**config.mk**
```make
export PLATFORM = sky130hd
export DESIGN_NAME = typed_sensor_value_to_float
export DESIGN_NICKNAME = d
export VERILOG_FILES = /design/src/tsvf_pkg.sv /design/src/tsvf_make_bits.sv /design/src/typed_sensor_value_to_float.sv
export SDC_FILE = /design/constraint.sdc
export NUM_CORES = 1
export LEC_CHECK = 0
export BUFFER_PORTS_ARGS = -buffer_cell sky130_fd_sc_hd__buf_2
export CAP_MARGIN = 20
export CELL_PAD_IN_SITES_DETAIL_PLACEMENT = 0
export CELL_PAD_IN_SITES_GLOBAL_PLACEMENT = 2
export CORE_MARGIN = 5
export CORE_UTILIZATION = 37
export CTS_CLUSTER_SIZE = 12
export DETAILED_ROUTE_END_ITERATION = 16
export GPL_TIMING_DRIVEN = 0
export PLACE_DENSITY_LB_ADDON = 0.25
export SYNTH_ARGS = -nofsm -noshare
export SYNTH_HDL_FRONTEND = slang
export SYNTH_SLANG_ARGS = --single-unit
```
**constraint.sdc**
```tcl
create_clock -name i_clk -period 8.1 [get_ports i_clk]
set_input_delay 1.215 -clock i_clk [delete_from_list [all_inputs] [get_ports i_clk]]
set_output_delay 1.215 -clock i_clk [all_outputs]
set_load 0.02 [all_outputs]
```
**src/tsvf_pkg.sv**
```systemverilog
// Package for the typed sensor value to float converter.
// Holds the type code constants and the decode kind enumeration; no dependencies.
package tsvf_pkg;

    localparam logic [31:0] TC_FLT  = 32'h666C7420; // "flt "
    localparam logic [31:0] TC_SP78 = 32'h73703738; // "sp78"
    localparam logic [31:0] TC_UI8  = 32'h75693820; // "ui8 "
    localparam logic [31:0] TC_UI16 = 32'h75693136; // "ui16"
    localparam logic [31:0] TC_UI32 = 32'h75693332; // "ui32"

    localparam logic [7:0] CH_F = 8'h66;
    localparam logic [7:0] CH_S = 8'h73;
    localparam logic [7:0] CH_P = 8'h70;

    typedef enum logic [2:0] {
        K_NONE,
        K_FLT,
        K_SP78,
        K_UI8,
        K_UI16,
        K_UI32,
        K_FPXY,
        K_SPXY
    } t_kind;

endpackage

```
**src/tsvf_make_bits.sv**
```systemverilog
// Integer magnitude to IEEE single conversion with round to nearest even.
// Purely combinational; uses no package items.
module tsvf_make_bits (
    input  logic        i_neg,
    input  logic [31:0] i_mag,
    input  logic [3:0]  i_frac,
    output logic [31:0] o_bits
);
    logic [4:0]  msb;
    logic [31:0] norm;
    logic [23:0] keep;
    logic [24:0] rnd;
    logic        lsb;
    logic        guard;
    logic        sticky;
    logic [7:0]  expo;

    always_comb begin
        msb = 5'd0;
        for (int i = 0; i < 32; i++) begin
            if (i_mag[i]) begin
                msb = 5'(i);
            end
        end
    end

    // Left-justify so the leading one sits at bit 31.
    assign norm   = i_mag << (5'd31 - msb);
    assign keep   = norm[31:8];
    assign lsb    = norm[8];
    assign guard  = norm[7];
    assign sticky = |norm[6:0];
    assign rnd    = {1'b0, keep} + 25'(guard && (sticky || lsb));

    always_comb begin
        expo = 8'd127 + 8'(msb) - 8'(i_frac) + 8'(rnd[24]);
        if (i_mag == 32'd0) begin
            o_bits = 32'd0;
        end else if (rnd[24]) begin
            o_bits = {i_neg, expo, 23'd0};
        end else begin
            o_bits = {i_neg, expo, rnd[22:0]};
        end
    end
endmodule

```
**src/typed_sensor_value_to_float.sv**
```systemverilog
// Top level of the typed sensor value to float converter.
// Uses tsvf_pkg and tsvf_make_bits.
//
// Input channel: i_valid / o_stall with type code, byte count and the first four
// payload bytes. Output channel: o_valid / i_stall with the float bit pattern and
// a valid flag. A beat is taken when valid is high and stall is low.
// Each input beat is captured in an input register, decoded by one pass of
// combinational logic (type match, leading one search, shift, rounding) and
// written into an output register. Throughput is one beat per cycle, limited
// only by the receiver. When the receiver stalls, the output register holds its
// beat and the input register fills; o_stall rises only when both are full, so no
// beat is lost. Synchronous active-low reset empties both registers; there is no
// other state.
module typed_sensor_value_to_float (
    input  logic        i_clk,
    input  logic        i_rst_n,
    input  logic        i_valid,
    output logic        o_stall,
    input  logic [31:0] i_type_code,
    input  logic [5:0]  i_data_size,
    input  logic [31:0] i_data_bytes,
    output logic        o_valid,
    input  logic        i_stall,
    output logic [31:0] o_value_bits,
    output logic        o_valid_res
);
    logic        r_in_v;
    logic [31:0] r_t;
    logic [5:0]  r_sz;
    logic [31:0] r_d;
    logic        r_out_v;
    logic [31:0] r_bits;
    logic        r_ok;

    logic        out_load;
    logic        in_load;
    tsvf_pkg::t_kind kind;
    logic [7:0]  c0, c1, c3;
    logic [15:0] hi16;
    logic [3:0]  frac;
    logic        neg;
    logic [31:0] mag;
    logic [31:0] conv;
    logic [31:0] fbits;
    logic [31:0] n_bits;
    logic        n_ok;

    assign out_load = r_in_v && (!r_out_v || !i_stall);
    assign in_load  = !r_in_v || out_load;
    assign o_stall  = !in_load;

    assign c0   = r_t[31:24];
    assign c1   = r_t[23:16];
    assign c3   = r_t[7:0];
    assign hi16 = r_d[31:16];

    always_comb begin
        kind = tsvf_pkg::K_NONE;
        if (c0 == 8'd0 || c1 == 8'd0 || r_t[15:8] == 8'd0 || c3 == 8'd0) begin
            kind = tsvf_pkg::K_NONE;
        end else if (r_t == tsvf_pkg::TC_FLT && r_sz == 6'd4) begin
            kind = tsvf_pkg::K_FLT;
        end else if (r_t == tsvf_pkg::TC_SP78 && r_sz == 6'd2) begin
            kind = tsvf_pkg::K_SP78;
        end else if (r_t == tsvf_pkg::TC_UI8 && r_sz >= 6'd1) begin
            kind = tsvf_pkg::K_UI8;
        end else if (r_t == tsvf_pkg::TC_UI16 && r_sz >= 6'd2) begin
            kind = tsvf_pkg::K_UI16;
        end else if (r_t == tsvf_pkg::TC_UI32 && r_sz >= 6'd4) begin
            kind = tsvf_pkg::K_UI32;
        end else if (c0 == tsvf_pkg::CH_F && c1 == tsvf_pkg::CH_P && r_sz == 6'd2) begin
            kind = tsvf_pkg::K_FPXY;
        end else if (c0 == tsvf_pkg::CH_S && c1 == tsvf_pkg::CH_P && r_sz == 6'd2) begin
            kind = tsvf_pkg::K_SPXY;
        end
    end

    // Fraction digit is hex in either case; anything else means no fraction bits.
    always_comb begin
        frac = 4'd0;
        if (c3 >= 8'h30 && c3 <= 8'h39) begin
            frac = c3[3:0];
        end else if ((c3 >= 8'h61 && c3 <= 8'h66) || (c3 >= 8'h41 && c3 <= 8'h46)) begin
            frac = c3[3:0] + 4'd9;
        end
    end

    always_comb begin
        neg = 1'b0;
        mag = 32'd0;
        case (kind)
            tsvf_pkg::K_SP78, tsvf_pkg::K_SPXY: begin
                neg = hi16[15];
                mag = hi16[15] ? 32'(17'h10000 - {1'b0, hi16}) : {16'd0, hi16};
            end
            tsvf_pkg::K_UI8:  mag = {24'd0, r_d[31:24]};
            tsvf_pkg::K_UI16, tsvf_pkg::K_FPXY: mag = {16'd0, hi16};
            tsvf_pkg::K_UI32: mag = r_d;
            default: mag = 32'd0;
        endcase
    end

    tsvf_make_bits u_make (
        .i_neg  (neg),
        .i_mag  (mag),
        .i_frac ((kind == tsvf_pkg::K_SP78) ? 4'd8 :
                 ((kind == tsvf_pkg::K_FPXY || kind == tsvf_pkg::K_SPXY) ? frac : 4'd0)),
        .o_bits (conv)
    );

    assign fbits = {r_d[7:0], r_d[15:8], r_d[23:16], r_d[31:24]};

    always_comb begin
        n_bits = conv;
        n_ok   = 1'b1;
        case (kind)
            tsvf_pkg::K_NONE: begin
                n_bits = 32'd0;
                n_ok   = 1'b0;
            end
            tsvf_pkg::K_FLT: begin
                if (fbits[30:23] == 8'hFF && fbits[22:0] != 23'd0) begin
                    n_bits = 32'd0;
                    n_ok   = 1'b0;
                end else begin
                    n_bits = fbits;
                end
            end
            default: n_bits = conv;
        endcase
    end

    always_ff @(posedge i_clk) begin
        if (!i_rst_n) begin
            r_in_v  <= 1'b0;
            r_out_v <= 1'b0;
        end else begin
            if (in_load) begin
                r_in_v <= i_valid;
            end
            if (out_load) begin
                r_out_v <= 1'b1;
            end else if (!i_stall) begin
                r_out_v <= 1'b0;
            end
        end
    end

    always_ff @(posedge i_clk) begin
        if (in_load && i_valid) begin
            r_t  <= i_type_code;
            r_sz <= i_data_size;
            r_d  <= i_data_bytes;
        end
        if (out_load) begin
            r_bits <= n_bits;
            r_ok   <= n_ok;
        end
    end

    assign o_valid      = r_out_v;
    assign o_value_bits = r_bits;
    assign o_valid_res  = r_ok;

    // An invalid result always carries a zero pattern.
    a_invalid_zero: assert property (@(posedge i_clk) disable iff (!i_rst_n)
        (o_valid && !o_valid_res) |-> (o_value_bits == 32'd0))
        else $error("invalid result with nonzero value");

    // A stalled output beat is never overwritten.
    a_hold: assert property (@(posedge i_clk) disable iff (!i_rst_n)
        (o_valid && i_stall) |=> (o_valid && $stable(o_value_bits) && $stable(o_valid_res)))
        else $error("output beat changed under stall");

    // Input stalls only when both stages hold beats.
    a_stall_full: assert property (@(posedge i_clk) disable iff (!i_rst_n)
        o_stall |-> (r_in_v && r_out_v && i_stall))
        else $error("stall without full pipeline");
endmodule
```
# Word-level counts from Yosys, hierarchy flattened
# Cells that the tools add are included.
[op_classes] add_sub_neg=7 n_lt_le_gt_ge=9 eq_ne=19 shift=1 n_mux=54 n_reduce_logical=38
[op_table] op="$eq A32 B31 Y1 const B" n=5
[op_table] op="$pmux W32 S4" n=1
[op_table] op="$mux W32" n=3
[op_table] op="$mux W5" n=16
[op_table] op="$pmux W32 S2" n=1
[op_table] op="$mux W4" n=12
[op_table] op="$mux W3" n=12
[op_table] op="$logic_not A32 Y1" n=1
[op_table] op="$logic_not A8 Y1" n=4
[op_table] op="$shl A32 B5 Y32" n=1
[op_table] op="$add A24 B1 Y25" n=1
[op_table] op="$eq A8 B7 Y1 const B" n=3
[op_table] op="$mux W23" n=1
[op_table] op="$reduce_bool A23 Y1" n=1
[op_table] op="$sub A17 B16 Y18 const A" n=1
[op_table] op="$ge A8 B7 Y1 const B" n=2
[op_table] op="$le A8 B7 Y1 const B" n=2
[op_table] op="$logic_and A1 B1 Y1" n=16
[op_table] op="$eq A3 B3 Y1 const B" n=4
[op_table] op="$add A7 B5 Y8 const A" n=1
[op_table] op="$add A8 B1 Y8" n=1
[op_table] op="$eq A8 B8 Y1 const B" n=1
[op_table] op="$ge A8 B6 Y1 const B" n=1
[op_table] op="$le A8 B6 Y1 const B" n=1
[op_table] op="19 further kinds" n=36
[word_totals] reg_bits=105 output_inout_bits=35

# Logic depth before layout (Yosys ltp)
# Gate-level depths: netlist of the first run.
[logic_depth] ltp_word=54 ltp_mapped=31 ltp_nobuf=28

# Hierarchy
# Synthesis of the first run repeated with hierarchy kept, for this count alone.
[hier_totals] hier_cells=1004 hier_area_um2=9003.6
[by_module_without_submodules] mod="typed_sensor_value_to_float" n_inst=1 cells_per_inst=448 area_each_um2=5464.0
[by_module_without_submodules] mod="tsvf_make_bits" n_inst=1 cells_per_inst=556 area_each_um2=3539.6

# Worst setup path after synthesis of the first run
# No wires, ideal clock.
[synth_timing] path_type="register to register" startpoint="register r_t[0]" endpoint="register r_bits[27], in the netlist o_value_bits[27] (data pin)" arrival_ps=6524 setup_slack_ps=1315 path_stages_with_launch=30 n_path_buf=2 cell_sequence="edfxtp_1 -> inv_1 -> ha_1 -> or3b_1 -> nor4_4 -> nand2_1 -> o2111a_1 -> buf_6 -> a221oi_1 -> a2bb2oi_1 -> a21boi_0 -> o211ai_1 -> o211ai_4 -> clkbuf_1 -> o211ai_1 -> a21oi_1 -> nor3_1 -> nor2_1 -> ha_1 -> and4b_1 -> nand4_1 -> nor3_1 -> inv_1 -> fa_1 -> fa_1 -> nor2b_1 -> o21ai_0 -> nand2b_1 -> nor3_1 -> a221o_1"
[synth_via] elab_chain_len=51 elab_cells_between_ends=88 classes_between="add/sub (6); order compare (6); eq/ne (12); shift (1); mux (44); reduce/logical (19)"
[synth_rtl] item="from (decl)" line="typed_sensor_value_to_float.sv:28" rtl="logic [31:0] r_t;"
[synth_rtl] item="from (signal assigned)" line="typed_sensor_value_to_float.sv:151" rtl="r_t <= i_type_code;"
[synth_rtl] item="$eq A32 B31 Y1" line="typed_sensor_value_to_float.sv:69" rtl="end else if (r_t == tsvf_pkg::TC_UI32 && r_sz >= 6'd4) begin"
[synth_rtl] item="$logic_and A1 B1 Y1" line="typed_sensor_value_to_float.sv:69"
[synth_rtl] item="$mux W3" line="typed_sensor_value_to_float.sv:69"
[synth_rtl] item="$mux W3" line="typed_sensor_value_to_float.sv:67" rtl="end else if (r_t == tsvf_pkg::TC_UI16 && r_sz >= 6'd2) begin"
[synth_rtl] item="$mux W3" line="typed_sensor_value_to_float.sv:65" rtl="end else if (r_t == tsvf_pkg::TC_UI8 && r_sz >= 6'd1) begin"
[synth_rtl] item="$mux W3" line="typed_sensor_value_to_float.sv:63" rtl="end else if (r_t == tsvf_pkg::TC_SP78 && r_sz == 6'd2) begin"
[synth_rtl] item="$mux W3" line="typed_sensor_value_to_float.sv:61" rtl="end else if (r_t == tsvf_pkg::TC_FLT && r_sz == 6'd4) begin"
[synth_rtl] item="$mux W3" line="typed_sensor_value_to_float.sv:59" rtl="if (c0 == 8'd0 || c1 == 8'd0 || r_t[15:8] == 8'd0 || c3 == 8'd0) begin"
[synth_rtl] item="[36 not listed]"
[synth_rtl] item="$reduce_or A7 Y1" line="tsvf_make_bits.sv:32" rtl="assign sticky = |norm[6:0];"
[synth_rtl] item="$logic_or A1 B1 Y1" line="tsvf_make_bits.sv:33" rtl="assign rnd = {1'b0, keep} + 25'(guard && (sticky || lsb));"
[synth_rtl] item="$logic_and A1 B1 Y1" line="tsvf_make_bits.sv:33"
[synth_rtl] item="$add A24 B1 Y25" line="tsvf_make_bits.sv:33"
[synth_rtl] item="$add A8 B1 Y8" line="tsvf_make_bits.sv:36" rtl="expo = 8'd127 + 8'(msb) - 8'(i_frac) + 8'(rnd[24]);"
[synth_rtl] item="$mux W32" line="tsvf_make_bits.sv:37" rtl="if (i_mag == 32'd0) begin"
[synth_rtl] item="$pmux W32 S2 *" line="typed_sensor_value_to_float.sv:116" rtl="case (kind)"
[synth_rtl] item="named net n_bits[27]" line="typed_sensor_value_to_float.sv:45" rtl="logic [31:0] n_bits;"
[synth_rtl] item="to (signal assigned)" line="typed_sensor_value_to_float.sv:156" rtl="r_bits <= n_bits;"
[synth_rtl] item="to (decl)" line="typed_sensor_value_to_float.sv:32" rtl="logic [31:0] r_bits;"
# Mark *: on every way through the listed nets, which the timed path passes. The rest lies on a longest branch.
# A chain may end at the register's enable or synchronous reset.

# Final worst setup path of the first run
# Same ends and word-level chain as after synthesis.

==> results of run 1 <==
[what timing repair did]
| action | 4_1_cts | 5_1_grt |
|---|---|---|
| endpoints found under the setup margin | 7 | 7 |
| cloned | 0 | 1 |
| gates resized for setup | 16 | 47 |
| pin swaps | 2 | 9 |
| buffers inserted | 3 | 18 |
[flip-flops by register name (all words and copies together) (netlist names)]
register / flops
o_value_bits: 32
r_sz: 6
r_t: 32
r_in_v: 1
o_valid: 1
r_d: 32
o_valid_res: 1
[final cells by class]
type                            count  area, um2
Timing Repair Buffer              136        783
Inverter                           30        115
Clock inverter                      7       98.8
Multi-Input combinational cell    877       6030
Clock buffer                        9        225
Tap cell                          330        413
Sequential cell                   105       3130
Fill cell                        2567      13900
Buffer                             73        360
[metal layers]
metal	GRT usage (%)	wire length (um)	part of all wire, %	up-vias
li1	-	-	-	4572
met3	6.76	4900	12	108
met2	42.2	17900	42	720
met1	41.8	18500	43	5003
met4	7.77	1250	2.9	0
met5	0	0	0	-
[final timing paths]
check	from	endpoint	cells past startpoint
worst max-delay path	r_t[0]	o_value_bits[27]	31
worst min-delay path	r_in_v	o_valid	2
worst max register to register	r_t[0]	o_value_bits[27]	31
worst min register to register	r_in_v	o_valid	2
[power breakdown]
group	total (mW)	switching (mW)	internal, mW
logic	0.160	0.106	0.0536
registers	0.653	0.0246	0.629
clock network	0.473	0.224	0.249
total	1.29	0.354	0.931
[stage by stage]
| step | setup slack, ns | cells | power (mW) |
|---|---|---|---|
| final | 0.274 | 1567 | 1.29 |
| after CTS | 0.00417 | 1548 | 1.29 |
| after global routing | -0.0319 | 1567 | 1.33 |
| after detailed placement | -0.614 | 1529 | 0.814 |
| after global placement | -0.784 | 1523 | 0.814 |
| after floorplan | 1.32 | 1085 | 0.740 |
[cells by family after synthesis]
logic type               synth area share, %
flip-flops                              33.3
multiplexers                            4.92
buffers and inverters                   4.71
adder cells (fa/ha/maj)                 1.76
AND/OR/NAND/NOR                         24.8
XOR/XNOR                                2.98
AO/OA/AOI/OAI                           27.6
[worst max-delay path, delay by kind of cell (launching register included)]
family | cells | cell delay, ns
AOI/OAI and AO/OA | 8 | 2.08
DFF | 1 | 0.47
buffers and inverters | 9 | 1.93
and+or+nand+nor | 11 | 2.05
adders and majority gates | 3 | 1.05
[layout by cell type, fill, tap and decap left out, drive strengths merged, types with 25 or more instances in the layout]
cell type / netlist / final
buf: 24 / 151
edfxtp: 103 / 103
nand2: 96 / 96
nor2: 85 / 85
o21ai: 79 / 79
clkbuf: 50 / 66
a21oi: 61 / 61
nand3: 60 / 60
nor3: 39 / 39
inv: 28 / 30
mux2i: 26 / 26
a31oi: 25 / 25
==> results.toml, run 1 <==
[run_status]
status = "finished, violations left"
violations = "max-slew violations"

[routing]
vias = 10403
drtPass1Iterations = 7
drt.antenna.violating_nets = 0
wire_per_inst_um = 27.1
drc_errors = 0
via_per_inst = 6.64
wl_um = 42500
first_iter_violations = 1562

[timing]
setup_tns_ns = 0
setup_viol = 0
fin_crit_ns = 7.83
hold_viol = 0
maxSlewViolCount = 9
hold_ws_ns = 0.529
fmax_mhz = 128
slew_headroom_pct = -4.21
worstMarginPinSlew_ns = 1.56
period_share_pct = 96.6
finClkSkew_ns = 0.00984

[setup_path]
ff2ff_setup_slack_ns = 0.27
cp.arrival_ns = 7.95
start_kind = "register"
critPathKind = "reg2reg"
slowest_stage = "edfxtp_1"
max_stage_delay_ns = 0.47
cp-end-kind = "register"
crit_fanout = 10
crit_path_frequent_cell = "clkbuf_2"
critPathRequiredTime_ns = 8.22

[global_routing]
grt_pass1_wl_um = 62400
grt_max_degree = 35
grt.overflow.total = 0
antenna_found_initial = 0
grt_pass1_vias = 9661
track_usage_pct = 28.5

[clocking]
htree_levels = 3
clk_pin_slew_ns = 0.07
cts_root_buf = "clkbuf_16"
hold_buffers = 0
clk_path_buf_depth = 2
cts_buffers = 9
tritoncts = "done"
clock_latency_ns = 0.37
clock_sinks = 105

[synthesis]
ys_ff_latch = 105
synth_cell_types = 106
synth_top_area_share_pct = 32.9
ys_warn_count = 0
synth-main-ff-cell = "edfxtp_1"
syn_avg_cell_area_um2 = 8.67
netlist_area_um2 = 9410
ys_top_cells_by_area = "edfxtp_1 33%, nand2_1 3.8%, nor2_1 3.3%, a21oi_1 3.2%, nand3_1 3.1%"
yosys.area.top_type = "edfxtp_1"
async_reset_ff_share_pct = 0
netlist_instances = 1085
synthesis.nets = 1171
ys_seq_area_share_pct = 33.3
synth_most_common_cell = "edfxtp_1"
synth_edf_count = 103
netlist_top_cells_count = "103 x edfxtp_1, 95 x nand2_1, 83 x nor2_1"

[job]
max-cap-violations = 0

[finish]
area_delta_synth_final_pct = 18.6
final_util_pct = 44.4
diodes = 0
fin_area_um2 = 11200
drive_above_1_share_pct = 21.4
fin_nets = 1318

[placed_design]
hpwl_um = 33000
gp_congestion = 1.01
io_buffers = 108
placed_area_um2 = 10500

[power_and_ir_drop]
power.density_nw_per_um2 = 115
p_leak_nw = 3.82
max-vdd-ir-drop_mv = 0.102

[floorplan]
start_util_pct = 37.5
die_h_um = 169
io_pins = 109
num_rows = 58
core-area_um2 = 25100
die_x_um = 169
die_area_um2 = 28700

[worst_hold_path]
hp-class = "reg2reg"
Power figures use the tool's default switching activity.
==> inputs of run 2 (changes only) <==
--- a/config.mk
+++ b/config.mk
@@ -9,6 +9,7 @@
 export CAP_MARGIN = 20
 export CELL_PAD_IN_SITES_DETAIL_PLACEMENT = 0
 export CELL_PAD_IN_SITES_GLOBAL_PLACEMENT = 2
+export CORE_ASPECT_RATIO = 1.5
 export CORE_MARGIN = 5
 export CORE_UTILIZATION = 37
 export CTS_CLUSTER_SIZE = 12
==> run 2 against run 1 <==
Core utilization shrank 0.078 points. Worst hold slack gained 0.0016 ns. Clock power decreased by 11%. Sequential share of layout area rose by 0.11 points. Non-clock buffer count shrank 8. Global-route usage rose by 4.8 points. Final cell count shrank 0.70%. The flow now finishes without violations. Critical endpoint unchanged.
==> results.toml, run 2 (synthesis gave the netlist of run 1 again) <==
[run_status]
status = "complete, no violations"

[placed_design]
gp_congestion = 0.993
io_buffers = 108
post-place-ws_ns = -1.07
hpwl_um = 38900

[power_and_ir_drop]
clockPowerShare_pct = 34.1
pwr-share-comb_pct = 13.1
power.density_nw_per_um2 = 112
total_power_mw = 1.24
switchingPower_mw = 0.340
p_seq_share_pct = 52.8
p_leak_nw = 3.78
max-vdd-ir-drop_mv = 0.163
p_sw_share_pct = 27.4
intPower_mw = 0.900

[routing]
first_iter_violations = 967
wl_met1_um = 16100
via_per_inst = 6.62
drtPass1Iterations = 6
wl_met3_um = 2560
maxUsedRoutingLayer = "met4"
vias = 10303
drc_errors = 0
wl_met2_um = 25700
wire_per_inst_um = 31.6
wl_um = 49100
drt.antenna.violating_nets = 0

[floorplan]
core-area_um2 = 25100
die_h_um = 205
num_rows = 71
start_util_pct = 37.6
io_pins = 109
die_x_um = 140
die_area_um2 = 28800

[setup_path]
worstReg2RegStart = "r_d[16]"
cp.arrival_ns = 7.98
r2r-end = "o_value_bits[27]"
r2r_cells = 26
ff2ff_setup_slack_ns = 0.23
critPathRequiredTime_ns = 8.22
critPathKind = "reg2reg"
cp-end-kind = "register"
crit_fanout = 10
start_kind = "register"

[clocking]
htree_levels = 3
cts_buffers = 9
cts_root_buf = "clkbuf_16"
tritoncts = "done"
clk_pin_slew_ns = 0.08
clock_latency_ns = 0.36
clock_sinks = 105
clk_path_buf_depth = 2

[global_routing]
grt_pass1_wl_um = 70000
grt_pass1_vias = 10324
grt.overflow.total = 0
track_usage_pct = 33.4
antenna_found_initial = 0
grt_max_degree = 40

[job]
max-cap-violations = 0

[finish]
final_cell_mix = "121 x buf_2, 103 x edfxtp_1, 94 x nand2_1"
multiInputGateArea_um2 = 6080
area_delta_synth_final_pct = 18.1
nFillCells = 2642
drive_above_1_share_pct = 21.6
regArea_um2 = 3130
final_common_cell = "buf_2"
final_util_pct = 44.4
fin_nets = 1309
diodes = 0

[worst_hold_path]
worstHoldPathCells = 2
hp-class = "reg2reg"
worstHoldStart = "r_in_v"
min_to = "o_valid"

[timing]
setup_ws_ns = 0.232
setup_tns_ns = 0
maxSlewViolCount = 0
setup_viol = 0
fin_crit_ns = 7.87
hold_viol = 0
period_share_pct = 97.1
fmax_mhz = 127
finClkSkew_ns = 0.0143
worstMarginPinSlew_ns = 1.15
slew_headroom_pct = 23.2
hold_ws_ns = 0.531
-- run 2: through the flow --
step | area, um2 | instances
after detailed placement | 10400 | 1525
after global placement | 10400 | 1521
after floorplan | 9410 | 1085
after CTS | 10900 | 1547
final | 11100 | 1556
after global routing | 11100 | 1556
-- run 2: repair_timing --
| action | in CTS | in global routing |
|---|---|---|
| buffers inserted | 7 | 10 |
| setup endpoints to repair | 8 | 7 |
| resized for setup | 26 | 44 |
| hold buffers | 0 | 0 |
| pin swaps | 5 | 8 |
-- run 2: cell type report --
type                    instances  share of cell area, %
clock buffers                   9                   2.03
repair buffers                130                   6.64
flip-flops and latches        105                   28.2
well taps                     328                   3.69
clock inverters                 7                  0.619
inverters                      30                   1.07
plain buffers                  71                   3.08
multi-input cells             876                   54.7
-- run 2: how the worst max path moves through the flow --
| stage | startpoint | endpoint | slack (ns) | cells past startpoint |
|---|---|---|---|---|
| floorplan | r_t[0] | o_value_bits[27] | 1.32 | 29 |
| global placement | r_d[16] | o_value_bits[27] | -1.11 | 27 |
| detailed placement | r_d[16] | o_value_bits[27] | -1.07 | 27 |
| CTS | r_t[0] | o_value_bits[27] | 0.007 | 30 |
| global route | r_d[16] | o_value_bits[27] | -0.004 | 29 |
| finish | r_d[16] | o_value_bits[27] | 0.23 | 26 |
-- run 2: metal layers --
metal  vias up  track usage, %
met4         0            26.8
met3       213            4.84
met5         -               0
li1       4550               -
met1      5016            32.5
met2       524            61.9
-- run 2: worst max-delay path: stages (launching register included) --
cell	delay [ns]
edfxtp_1	0.54
clkinvlp_4	0.26
ha_1	0.26
or3b_2	0.61
or3_1	0.41
mux2i_1	0.17
o31ai_2	0.35
o21ai_0	0.20
a2111oi_1	0.38
o21a_1	0.28
o21ai_2	0.19
buf_2	0.31
nand3_1	0.14
o211ai_1	0.35
a211oi_1	0.54
o21ai_1	0.18
a221oi_2	0.32
nand4_1	0.27
nor3_4	0.24
inv_1	0.09
fa_1	0.44
fa_1	0.41
nor2b_1	0.11
o21ai_0	0.08
nand2b_1	0.10
nor3_1	0.06
a221o_1	0.30
-- run 2: power groups by stage --
stage	clock network [mW]	registers, mW	logic, mW
final	0.423	0.655	0.163
after global routing	0.464	0.657	0.172
after CTS	0.435	0.654	0.157
after detailed placement	0	0.666	0.153
after global placement	0	0.668	0.148
after floorplan	0	0.668	0.0720
